==> config.mk <==
export PLATFORM = sky130hd
export DESIGN_NAME = joint_path_length_accumulator_core
export DESIGN_NICKNAME = d
export VERILOG_FILES = /design/src/rtl/jpla_pkg.sv /design/src/rtl/jpla_sequencer.sv /design/src/rtl/jpla_datapath.sv /design/src/rtl/joint_path_length_accumulator_core.sv
export VERILOG_INCLUDE_DIRS = /design/src /design/src/rtl
export SDC_FILE = /design/constraint.sdc
export NUM_CORES = 1
export LEC_CHECK = 0
export CAP_MARGIN = 20
export CORE_UTILIZATION = 50
export DETAILED_ROUTE_END_ITERATION = 8
export DONT_BUFFER_PORTS = 1
export PLACE_DENSITY = 0.66
export RECOVER_POWER = 25
export SETUP_SLACK_MARGIN = 0.2
export SYNTH_ARGS = -nofsm -noshare
export SYNTH_HDL_FRONTEND = slang
export SYNTH_SLANG_ARGS = --single-unit
==> constraint.sdc <==
create_clock -name clk -period 13 [get_ports clk]
set_input_delay 3.25 -clock clk [delete_from_list [all_inputs] [get_ports clk]]
set_output_delay 3.25 -clock clk [all_outputs]
set_load 0.05 [all_outputs]
==> src/rtl/joint_path_length_accumulator_core_defines.svh <==
// Assertion macros shared by the path length accumulator modules.
`ifndef JOINT_PATH_LENGTH_ACCUMULATOR_CORE_DEFINES_SVH
`define JOINT_PATH_LENGTH_ACCUMULATOR_CORE_DEFINES_SVH

// Same-cycle implication, checked on clk and held off during rst.
`define JPLA_ASSERT_IMP(lbl, ante, cons, msg) \
  lbl: assert property (@(posedge clk) disable iff (rst) (ante) |-> (cons)) \
    else $error(msg);

// Next-cycle implication, checked on clk and held off during rst.
`define JPLA_ASSERT_NEXT(lbl, ante, cons, msg) \
  lbl: assert property (@(posedge clk) disable iff (rst) (ante) |=> (cons)) \
    else $error(msg);

`endif

==> src/rtl/jpla_pkg.sv <==
// Shared types and field widths of the joint path length accumulator.
package jpla_pkg;

  localparam int ANGLE_W      = 16;
  localparam int JOINT_FIELDS = 6;
  localparam int SEC_W        = 16;
  localparam int NSEC_W       = 30;
  localparam int TALLY_W      = 16;
  localparam int LEN_W        = 32;

  typedef enum logic [1:0] {
    ACT_POINT  = 2'd0,
    ACT_LAST   = 2'd1,
    ACT_EMPTY  = 2'd2,
    ACT_UNUSED = 2'd3
  } action_t;

  // Datapath part of one microcode word.
  typedef struct packed {
    logic take;
    logic mul;
    logic acc_add;
    logic sq_init;
    logic sq_step;
    logic len_add;
    logic commit;
    logic emit;
  } dp_ctrl_t;

  // Flags the sequencer branches on.
  typedef struct packed {
    logic    item_valid;
    action_t action;
    logic    have_prev;
    logic    joint_last;
    logic    sqrt_last;
    logic    out_busy;
  } dp_status_t;

endpackage

==> src/rtl/jpla_sequencer.sv <==
// Microcode sequencer: step counter, program table and branch conditions.
`include "joint_path_length_accumulator_core_defines.svh"

module jpla_sequencer
  import jpla_pkg::*;
(
  input  logic       clk,
  input  logic       rst,
  input  dp_status_t status,
  output dp_ctrl_t   ctrl
);

  localparam int PC_W = 4;

  typedef enum logic [3:0] {
    COND_NEVER,
    COND_ALWAYS,
    COND_NO_ITEM,
    COND_ACT_EMPTY,
    COND_ACT_UNUSED,
    COND_NO_PREV,
    COND_JOINT_MORE,
    COND_SQRT_MORE,
    COND_ACT_POINT,
    COND_OUT_BUSY
  } cond_t;

  typedef struct packed {
    cond_t            cond;
    logic [PC_W-1:0]  target;
    dp_ctrl_t         dp;
  } uword_t;

  localparam logic [PC_W-1:0] STEP_WAIT     = 4'd0;
  localparam logic [PC_W-1:0] STEP_DISPATCH = 4'd1;
  localparam logic [PC_W-1:0] STEP_UNUSED   = 4'd2;
  localparam logic [PC_W-1:0] STEP_PREV     = 4'd3;
  localparam logic [PC_W-1:0] STEP_MUL      = 4'd4;
  localparam logic [PC_W-1:0] STEP_ACC      = 4'd5;
  localparam logic [PC_W-1:0] STEP_SQ_INIT  = 4'd6;
  localparam logic [PC_W-1:0] STEP_SQ_STEP  = 4'd7;
  localparam logic [PC_W-1:0] STEP_LEN_ADD  = 4'd8;
  localparam logic [PC_W-1:0] STEP_COMMIT   = 4'd9;
  localparam logic [PC_W-1:0] STEP_EMIT     = 4'd10;
  localparam logic [PC_W-1:0] STEP_RETURN   = 4'd11;
  localparam logic [PC_W-1:0] STEP_LAST     = STEP_RETURN;

  logic [PC_W-1:0] pc;
  logic [PC_W-1:0] pc_next;
  uword_t          uw;
  logic            cond_hit;

  // Program table.
  always_comb begin
    uw = '{cond: COND_NEVER, target: STEP_WAIT, dp: '0};
    unique case (pc)
      STEP_WAIT: begin
        uw.dp.take = 1'b1;
        uw.cond    = COND_NO_ITEM;
        uw.target  = STEP_WAIT;
      end
      STEP_DISPATCH: begin
        uw.cond   = COND_ACT_EMPTY;
        uw.target = STEP_EMIT;
      end
      STEP_UNUSED: begin
        uw.cond   = COND_ACT_UNUSED;
        uw.target = STEP_WAIT;
      end
      STEP_PREV: begin
        uw.cond   = COND_NO_PREV;
        uw.target = STEP_COMMIT;
      end
      STEP_MUL: begin
        uw.dp.mul     = 1'b1;
        uw.dp.acc_add = 1'b1;
        uw.cond       = COND_JOINT_MORE;
        uw.target     = STEP_MUL;
      end
      STEP_ACC: begin
        uw.dp.acc_add = 1'b1;
      end
      STEP_SQ_INIT: begin
        uw.dp.sq_init = 1'b1;
      end
      STEP_SQ_STEP: begin
        uw.dp.sq_step = 1'b1;
        uw.cond       = COND_SQRT_MORE;
        uw.target     = STEP_SQ_STEP;
      end
      STEP_LEN_ADD: begin
        uw.dp.len_add = 1'b1;
      end
      STEP_COMMIT: begin
        uw.dp.commit = 1'b1;
        uw.cond      = COND_ACT_POINT;
        uw.target    = STEP_WAIT;
      end
      STEP_EMIT: begin
        uw.dp.emit = 1'b1;
        uw.cond    = COND_OUT_BUSY;
        uw.target  = STEP_EMIT;
      end
      STEP_RETURN: begin
        uw.cond   = COND_ALWAYS;
        uw.target = STEP_WAIT;
      end
      default: begin
        uw.cond   = COND_ALWAYS;
        uw.target = STEP_WAIT;
      end
    endcase
  end

  always_comb begin
    unique case (uw.cond)
      COND_NEVER:      cond_hit = 1'b0;
      COND_ALWAYS:     cond_hit = 1'b1;
      COND_NO_ITEM:    cond_hit = !status.item_valid;
      COND_ACT_EMPTY:  cond_hit = (status.action == ACT_EMPTY);
      COND_ACT_UNUSED: cond_hit = (status.action == ACT_UNUSED);
      COND_NO_PREV:    cond_hit = !status.have_prev;
      COND_JOINT_MORE: cond_hit = !status.joint_last;
      COND_SQRT_MORE:  cond_hit = !status.sqrt_last;
      COND_ACT_POINT:  cond_hit = (status.action == ACT_POINT);
      COND_OUT_BUSY:   cond_hit = status.out_busy;
      default:         cond_hit = 1'b1;
    endcase
  end

  assign pc_next = cond_hit ? uw.target : pc + 1'b1;
  assign ctrl    = uw.dp;

  always_ff @(posedge clk) begin
    if (rst) begin
      pc <= STEP_WAIT;
    end else begin
      pc <= pc_next;
    end
  end

  `JPLA_ASSERT_IMP(a_pc_in_program, 1'b1, pc <= STEP_LAST, "step counter left the program")
  `JPLA_ASSERT_NEXT(a_take_dispatch, (pc == STEP_WAIT) && status.item_valid,
    pc == STEP_DISPATCH, "accepted word was not dispatched")

endmodule

==> src/rtl/jpla_datapath.sv <==
// Datapath: item registers, squared-delta accumulator, bitwise square root, result register.
`include "joint_path_length_accumulator_core_defines.svh"

module jpla_datapath
  import jpla_pkg::*;
#(
  parameter int NUM_JOINTS = 6
) (
  input  logic                      clk,
  input  logic                      rst,
  input  logic                      in_valid,
  input  logic [1:0]                action,
  input  logic signed [ANGLE_W-1:0] joint_pos [JOINT_FIELDS],
  input  logic [SEC_W-1:0]          time_sec,
  input  logic [NSEC_W-1:0]         time_nsec,
  input  dp_ctrl_t                  ctrl,
  output dp_status_t                status,
  output logic                      out_valid,
  input  logic                      out_stall,
  output logic                      valid_res,
  output logic [TALLY_W-1:0]        point_total,
  output logic [SEC_W-1:0]          duration_sec,
  output logic [NSEC_W-1:0]         duration_nsec,
  output logic [LEN_W-1:0]          path_length
);

  localparam int JIDX_W = (NUM_JOINTS > 1) ? $clog2(NUM_JOINTS) : 1;
  localparam int SQ_W   = 2 * ANGLE_W;
  // Sum of up to eight squares of 16-bit magnitudes, rounded up to an even width.
  localparam int SUM_W  = 36;
  localparam int ROOT_W = SUM_W / 2;
  localparam int REM_W  = ROOT_W + 2;
  localparam int SCNT_W = $clog2(ROOT_W);

  action_t                   item_action;
  logic signed [ANGLE_W-1:0] cur  [NUM_JOINTS];
  logic signed [ANGLE_W-1:0] prev [NUM_JOINTS];
  logic [SEC_W-1:0]          item_sec;
  logic [NSEC_W-1:0]         item_nsec;

  logic [JIDX_W-1:0] jidx;
  logic [SQ_W-1:0]   prod;
  logic [SUM_W-1:0]  acc;
  logic [SUM_W-1:0]  x_sh;
  logic [REM_W-1:0]  rem;
  logic [ROOT_W-1:0] root;
  logic [SCNT_W-1:0] scnt;

  logic               have_prev;
  logic [LEN_W-1:0]   length_sum;
  logic [TALLY_W-1:0] tally;

  logic take_fire;
  logic emit_fire;
  logic out_busy;

  logic [ANGLE_W:0]   diff;
  logic [ANGLE_W:0]   diff_neg;
  logic [ANGLE_W-1:0] mag;
  logic [SQ_W-1:0]    sq_val;
  logic [REM_W-1:0]   rem_sh;
  logic [REM_W-1:0]   trial;
  logic [LEN_W:0]     len_wide;

  assign out_busy  = out_valid && out_stall;
  assign take_fire = ctrl.take && in_valid;
  assign emit_fire = ctrl.emit && !out_busy;

  // Absolute joint delta and its square for the joint under the index.
  assign diff     = {cur[jidx][ANGLE_W-1], cur[jidx]} - {prev[jidx][ANGLE_W-1], prev[jidx]};
  assign diff_neg = ~diff + 1'b1;
  assign mag      = diff[ANGLE_W] ? diff_neg[ANGLE_W-1:0] : diff[ANGLE_W-1:0];
  assign sq_val   = SQ_W'(mag) * SQ_W'(mag);

  // One root bit per step: bring down two radicand bits, try root*4+1.
  assign rem_sh   = {rem[REM_W-3:0], x_sh[SUM_W-1 -: 2]};
  assign trial    = {root, 2'b01};
  assign len_wide = {1'b0, length_sum} + (LEN_W + 1)'(root);

  for (genvar j = 0; j < NUM_JOINTS; j++) begin : g_cur
    if (j < JOINT_FIELDS) begin : g_field
      always_ff @(posedge clk) begin
        if (take_fire) begin
          cur[j] <= joint_pos[j];
        end
      end
    end else begin : g_zero
      always_ff @(posedge clk) begin
        if (take_fire) begin
          cur[j] <= '0;
        end
      end
    end
  end

  always_ff @(posedge clk) begin
    if (take_fire) begin
      item_action <= action_t'(action);
      item_sec    <= time_sec;
      item_nsec   <= time_nsec;
    end
    if (ctrl.commit) begin
      prev <= cur;
    end
    if (ctrl.sq_init) begin
      x_sh <= acc;
    end else if (ctrl.sq_step) begin
      x_sh <= {x_sh[SUM_W-3:0], 2'b00};
    end
  end

  always_ff @(posedge clk) begin
    if (rst) begin
      jidx       <= '0;
      prod       <= '0;
      acc        <= '0;
      rem        <= '0;
      root       <= '0;
      scnt       <= '0;
      have_prev  <= 1'b0;
      length_sum <= '0;
      tally      <= '0;
    end else begin
      if (take_fire) begin
        jidx <= '0;
        prod <= '0;
        acc  <= '0;
      end else begin
        if (ctrl.mul) begin
          prod <= sq_val;
          if (jidx != JIDX_W'(NUM_JOINTS - 1)) begin
            jidx <= jidx + 1'b1;
          end
        end
        if (ctrl.acc_add) begin
          acc <= acc + SUM_W'(prod);
        end
      end
      if (ctrl.sq_init) begin
        rem  <= '0;
        root <= '0;
        scnt <= '0;
      end else if (ctrl.sq_step) begin
        scnt <= scnt + 1'b1;
        if (rem_sh >= trial) begin
          rem  <= rem_sh - trial;
          root <= {root[ROOT_W-2:0], 1'b1};
        end else begin
          rem  <= rem_sh;
          root <= {root[ROOT_W-2:0], 1'b0};
        end
      end
      if (emit_fire) begin
        have_prev  <= 1'b0;
        length_sum <= '0;
        tally      <= '0;
      end else begin
        if (ctrl.len_add) begin
          length_sum <= len_wide[LEN_W] ? '1 : len_wide[LEN_W-1:0];
        end
        if (ctrl.commit) begin
          have_prev <= 1'b1;
          if (tally != '1) begin
            tally <= tally + 1'b1;
          end
        end
      end
    end
  end

  // Result register; it frees the sequencer as soon as the word is loaded.
  always_ff @(posedge clk) begin
    if (rst) begin
      out_valid <= 1'b0;
    end else if (emit_fire) begin
      out_valid <= 1'b1;
    end else if (!out_stall) begin
      out_valid <= 1'b0;
    end
    if (emit_fire) begin
      if (item_action == ACT_LAST) begin
        valid_res     <= 1'b1;
        point_total   <= tally;
        duration_sec  <= item_sec;
        duration_nsec <= item_nsec;
        path_length   <= length_sum;
      end else begin
        valid_res     <= 1'b0;
        point_total   <= '0;
        duration_sec  <= '0;
        duration_nsec <= '0;
        path_length   <= '0;
      end
    end
  end

  assign status.item_valid = in_valid;
  assign status.action     = item_action;
  assign status.have_prev  = have_prev;
  assign status.joint_last = (jidx == JIDX_W'(NUM_JOINTS - 1));
  assign status.sqrt_last  = (scnt == SCNT_W'(ROOT_W - 1));
  assign status.out_busy   = out_busy;

  `JPLA_ASSERT_IMP(a_tally_with_prev, have_prev, tally != '0,
    "previous point held with zero point count")
  `JPLA_ASSERT_IMP(a_sqrt_remainder, 1'b1, rem <= REM_W'(root) + REM_W'(root),
    "square root remainder out of bound")
  `JPLA_ASSERT_NEXT(a_length_monotonic, !emit_fire, length_sum >= $past(length_sum),
    "path length decreased without a trajectory end")

endmodule

==> src/rtl/joint_path_length_accumulator_core.sv <==
// Top level of the joint-space path length accumulator.
// Each input word is one trajectory point: the angles of up to six joints and a time stamp.
// For every point after the first of a trajectory the block adds the floored Euclidean
// distance to the previous point to a saturating path length, and on a last-point word it
// returns the point count, the last time stamp and the path length; an empty-trajectory
// word returns an all-zero word. Work is done by a microcoded sequencer over one 16x16
// multiplier and a one-bit-per-cycle square root, one word at a time: a new word is
// taken only once the program for the previous word has returned to its wait step. An
// empty-trajectory word skips the distance steps, as does the first point of a trajectory.
// The sequencer is back to accepting as soon as a result is loaded into the output
// register, so a stalled result only holds up the next result, not the next point.
module joint_path_length_accumulator_core
  import jpla_pkg::*;
#(
  parameter int NUM_JOINTS = 6
) (
  input  logic                      clk,
  input  logic                      rst,
  input  logic                      in_valid,
  output logic                      in_stall,
  input  logic [1:0]                action,
  input  logic signed [ANGLE_W-1:0] joint_pos_0,
  input  logic signed [ANGLE_W-1:0] joint_pos_1,
  input  logic signed [ANGLE_W-1:0] joint_pos_2,
  input  logic signed [ANGLE_W-1:0] joint_pos_3,
  input  logic signed [ANGLE_W-1:0] joint_pos_4,
  input  logic signed [ANGLE_W-1:0] joint_pos_5,
  input  logic [SEC_W-1:0]          time_sec,
  input  logic [NSEC_W-1:0]         time_nsec,
  output logic                      out_valid,
  input  logic                      out_stall,
  output logic                      valid_res,
  output logic [TALLY_W-1:0]        point_total,
  output logic [SEC_W-1:0]          duration_sec,
  output logic [NSEC_W-1:0]         duration_nsec,
  output logic [LEN_W-1:0]          path_length
);

  logic signed [ANGLE_W-1:0] joint_pos [JOINT_FIELDS];
  dp_ctrl_t                  ctrl;
  dp_status_t                status;

  assign joint_pos[0] = joint_pos_0;
  assign joint_pos[1] = joint_pos_1;
  assign joint_pos[2] = joint_pos_2;
  assign joint_pos[3] = joint_pos_3;
  assign joint_pos[4] = joint_pos_4;
  assign joint_pos[5] = joint_pos_5;

  // A word is taken only at the program's wait step.
  assign in_stall = !ctrl.take;

  jpla_sequencer u_seq (
    .clk    (clk),
    .rst    (rst),
    .status (status),
    .ctrl   (ctrl)
  );

  jpla_datapath #(
    .NUM_JOINTS (NUM_JOINTS)
  ) u_dp (
    .clk           (clk),
    .rst           (rst),
    .in_valid      (in_valid),
    .action        (action),
    .joint_pos     (joint_pos),
    .time_sec      (time_sec),
    .time_nsec     (time_nsec),
    .ctrl          (ctrl),
    .status        (status),
    .out_valid     (out_valid),
    .out_stall     (out_stall),
    .valid_res     (valid_res),
    .point_total   (point_total),
    .duration_sec  (duration_sec),
    .duration_nsec (duration_nsec),
    .path_length   (path_length)
  );

endmodule

# After elaboration in Yosys (flattened, before gate mapping)
# Index checks and enable logic that the tools add are counted.
# word_totals
reg_bits	537
output_inout_bits	97
wordCells	118
# classes
addsub	9
n_mul	1
n_lt_le_gt_ge	2
eq_ne	26
n_mux	26
bitwise_logic	2
n_reduce_logical	20
# op_table
op	n
$bmux W16 S3	2
$mux W16	5
$mux W36	2
$pmux W8 S9	1
$add A36 B32 Y36	1
$add A32 B18 Y33	1
$add A16 B1 Y16 const B	2
$eq A4 B3 Y1 const B	8
$mul A16 B16 Y32	1
$mux W32	1
$eq A4 B4 Y1 const B	5
$ge A20 B20 Y1	1
$mux W18	1
$sub A18 B18 Y18	1
$sub A16 B16 Y17	1
$eq A4 B2 Y1 const B	4
$ne A16 B16 Y1 const B	1
$not A16 Y16	1
$mux W1	12
$pmux W1 S9	1
$logic_not A4 Y1	2
$reduce_or A2 Y1	4
$logic_not A1 Y1	6
$add A5 B1 Y5 const B	1
other kinds (17)	21

# Longest topological paths before layout
# depth
word_depth	9
ltp_mapped	44

# Hierarchy
# Synthesis repeated with hierarchy kept, for this count alone.
# unflattened
hier_cells	2774
area_unflattened_um2	31614.1
# by_module_without_submodules
module	n_inst	cells_per_inst	area_each_um2
jpla_datapath	1	2689	30954.7
jpla_sequencer	1	84	655.6
joint_path_length_accumulator_core	1	1	3.8

# Worst setup path after synthesis
# Ideal clock, no wire load.
# synth_path
path_type	input port to flip-flop
start	input port in_valid
end	register u_dp.acc[11]
setup_ns	0.132
t_arrival_ns	10.847
required_ns	12.868
path_slack_ns	2.020
stages	7
path_cell_list	inv_1 > nor2_1 > or2_2 > clkbuf_1 > clkbuf_1 > clkbuf_1 > a21oi_1
# synth_via
elab_chain_cells	2
# synth_rtl
element	line	source
start, declared	joint_path_length_accumulator_core.sv:19	input logic in_valid,
$logic_and A1 B1 Y1	jpla_datapath.sv:66	assign take_fire = ctrl.take && in_valid;
net u_dp.take_fire	jpla_datapath.sv:53	logic take_fire;
$reduce_or A2 Y1 (no line)	--	
end signal, assigned	jpla_datapath.sv:136	acc <= acc + SUM_W'(prod);
end, declared	jpla_datapath.sv:43	logic [SUM_W-1:0] acc;
# The timed path passes the listed nets, and every way through them passes these cells.
# A chain may end at the register's enable or synchronous reset.

# Worst setup path in the final report
# layout_path
start	register u_dp.jidx[0]
end	register u_dp.prod[31]
# layout_via
elab_chain_cells	9
# layout_rtl
element	line	source
start, declared	jpla_datapath.sv:41	logic [JIDX_W-1:0] jidx;
start signal, assigned	jpla_datapath.sv:132	jidx <= jidx + 1'b1;
$not A3 Y4 (not written as such) (*)	jpla_datapath.sv:70	assign diff = {cur[jidx][ANGLE_W-1], cur[jidx]} - {prev[jidx][ANGLE_W-1], prev[jidx]};
$bmux W16 S3	jpla_datapath.sv:70	
$mux W16 (not written as such) (2 in a row)	jpla_datapath.sv:70	
$sub A16 B16 Y17 (*)	jpla_datapath.sv:70	
$not A16 Y16	jpla_datapath.sv:71	assign diff_neg = ~diff + 1'b1;
$add A16 B1 Y16	jpla_datapath.sv:71	
$mux W16 (*)	jpla_datapath.sv:72	assign mag = diff[ANGLE_W] ? diff_neg[ANGLE_W-1:0] : diff[ANGLE_W-1:0];
$mul A16 B16 Y32 (*)	jpla_datapath.sv:73	assign sq_val = SQ_W'(mag) * SQ_W'(mag);
end signal, assigned	jpla_datapath.sv:130	prod <= sq_val;
end, declared	jpla_datapath.sv:42	logic [SQ_W-1:0] prod;
# Mark *: on every way between the ends. The rest lies on a longest branch, timed or not. The select of a mux whose other input is x is not followed.

==> out/metrics.yaml <==
status: "finished with violations"
violations: "capacitance limit, slew limit"
wirelength_um: 70700
detail_route.wl_per_cell_um: 18.8
port_buffers: 0
grt_first_pass_wirelength_um: 113000
yosysMostFrequentCell: "edfxtp_1"
drt_iter0_drc: 1237
synthAdderAreaFrac_pct: 18.1
crit_path_start_kind: "flop"
clk_latency_ns: 0.62
max_cap_viol_count: 4
clkSinkCount: 536
timing.final.crit_share_pct: 88.3
worstPathArrival_ns: 11.97
grt_pass1_vias: 21200
numCtsBuffers: 55
layout-drive-gt1-share_pct: 8.67
synth_top_area_share_pct: 35.2
synth_xor_area_share_pct: 3.40
setup_viol: 0
overflow: 0
multiInputGateArea_um2: 15700
criticalPathCategory: "flop to flop"
grt_max_degree: 96
slew_headroom_pct: -122
ant_nets: 0
grtUsageTotal_pct: 22.3
rrSetupSlack_ns: 1.52
final_hold_viol_count: 0
crit_fanout: 31
hold_depth: 0
cts_setup_buffers: 0
yosysWarningCount: 0
place_congestion: 0.936
skew_ns: 0.0566
viasPerCell: 5.59
core-area_um2: 62100
synthCells: 2880
slowest_stage: "dfxtp_4"
path_common_cell: "fa_1"
hold_path.class: "flop to flop"
synth_top_family_by_area: "adder cells"
cp-startpoint: "u_dp.jidx[0]$_SDFFE_PP0P_"
clockBufferDepth: 3
synth.cell_area_um2: 31600
num_rows: 91
detailed_place_hpwl_um: 52900
start_util_pct: 51.0
cpPeakStageDelay_ns: 0.71
holdBufCountCts: 0
worstMarginPinSlew_ns: 3.32
rr_worst_depth: 33
drtPass1Iterations: 5
tns_ns: 0
synth-simple-area-share_pct: 12.5
timing.rr.start: "u_dp.jidx[0]$_SDFFE_PP0P_"
pre_cts_slack_ns: 1.47
dieHeight_um: 253
fp.dieArea_um2: 64200
synth_ff_type: "edfxtp_1"
crit_path_end: "u_dp.prod[31]$_SDFFE_PP0P_"
cts_htree_levels: 2
root_buffer: "clkbuf_16"
synthMuxAreaShare_pct: 5.10
drcViolationCount: 0
cts.clk_slew.worst_paths_ns: 0.07
fmax_mhz: 87.1
setup_ws_ns: 1.52
end_kind: "flop"
synth_edf_count: 371
drv_slew: 191
async_flop_share_pct: 0
synth.avg_cell_area_um2: 11.0
period_needed_ns: 11.48
fillerInstances: 5283
finalNetCount: 3377
synth.net_count: 3385
synth_area_leaders: "edfxtp_1, fa_1, dfxtp_1"
yosysTopAreaCell: "edfxtp_1"
synthDistinctLibCells: 80
cts_tree: "done"
crit_required_ns: 13.48
seq_area_um2: 14400
ys_seq_area_share_pct: 45.7
vias: 21000
ios: 245
synth_compound_gate_area_share_pct: 10.4
synth_common_cells: "edfxtp_1, inv_1, nand2_1, a21oi_1, nor2_1"
cts.repair.resized: 0
rsz0062_at_grt: "false"
area_delta_synth_final_pct: 8.61
r2r-end: "u_dp.prod[31]$_SDFFE_PP0P_"
synth_seq_cells: 536
die_w_um: 253
antenna_found_initial: 4
[worst max-delay path: cells and delay by family (launching register included)]
family,cells,cell delay [ns]
compound gates,11,3.58
xor+xnor,1,0.70
flops,1,0.71
buf+inv,5,0.74
mux,2,0.64
fa+ha+maj,8,3.87
simple gates,6,1.08
[kinds of logic after synthesis]
| kind of cell | Yosys count |
|---|---|
| AND/OR/NAND/NOR | 819 |
| flip-flops | 536 |
| AO/OA/AOI/OAI | 523 |
| buffers and inverters | 407 |
| adder cells (fa/ha/maj) | 357 |
| XOR/XNOR | 121 |
| multiplexers | 117 |
[layout by cell type (no fill, tap or decap), types with 24 or more instances in the layout]
master / instances
a21o_1: 46
a21oi_1: 207
and2_0: 62
and2_1: 40
buf_4: 36
clkbuf_16: 56
dfxtp_1: 163
edfxtp_1: 371
fa_1: 166
ha_1: 191
inv_1: 292
mux2_2: 34
mux2i_1: 50
mux4_2: 32
nand2_1: 256
nand2b_1: 24
nand3_1: 52
nor2_1: 198
nor3_1: 47
o21ai_0: 108
xnor2_1: 64
xor2_1: 55
[layer usage]
layer	share of wire (%)	GRT usage [%]
met1	44	29.4
met2	49	37.9
met3	4.7	3.21
met4	2.5	6.61
met5	0.020	0
[per-stage QoR]
stage	area [µm²]	instances	hold slack [ns]	utilization (%)
3_5_place_dp	32600	3652	0.433	52.5
6_report	34300	3757	0.432	55.3
2_1_floorplan	31600	2880	0.421	-
3_3_place_gp	32600	3650	0.431	52.5
4_1_cts	34400	3756	0.407	55.4
5_1_grt	34300	3757	0.450	55.3
[worst min path at each step]
stage	start	end	slack (ns)
final	u_dp.cur[73]$_DFFE_PP_	u_dp.prev[73]$_DFFE_PP_	0.43
after global routing	u_dp.cur[73]$_DFFE_PP_	u_dp.prev[73]$_DFFE_PP_	0.45
after CTS	u_dp.cur[73]$_DFFE_PP_	u_dp.prev[73]$_DFFE_PP_	0.41
after detailed placement	u_dp.cur[26]$_DFFE_PP_	u_dp.prev[26]$_DFFE_PP_	0.43
after global placement	u_dp.cur[37]$_DFFE_PP_	u_dp.prev[37]$_DFFE_PP_	0.43
after floorplan	u_dp.cur[48]$_DFFE_PP_	u_dp.prev[48]$_DFFE_PP_	0.42
[sequential cells by signal, indices dropped and copies added, names as in the netlist, 18 cells and up]
name                flops
u_dp.x_sh              36
u_dp.path_length       32
u_dp.cur               96
u_dp.item_nsec         30
u_dp.rem               18
u_dp.acc               36
u_dp.prev              96
u_dp.root              18
u_dp.length_sum        32
u_dp.prod              31
u_dp.duration_nsec     30
[final cells by class]
class	instances	share of cell area (%)
Antenna cell	1	0.00729
Tap cell	837	3.05
Inverter	303	3.31
Timing Repair Buffer	39	0.820
Clock buffer	70	4.32
Clock inverter	34	0.798
Sequential cell	536	42.1
Multi-Input combinational cell	1937	45.6
Power is not shown: default switching activity piles up to over one toggle a cycle in this logic, so the estimate is an artifact.
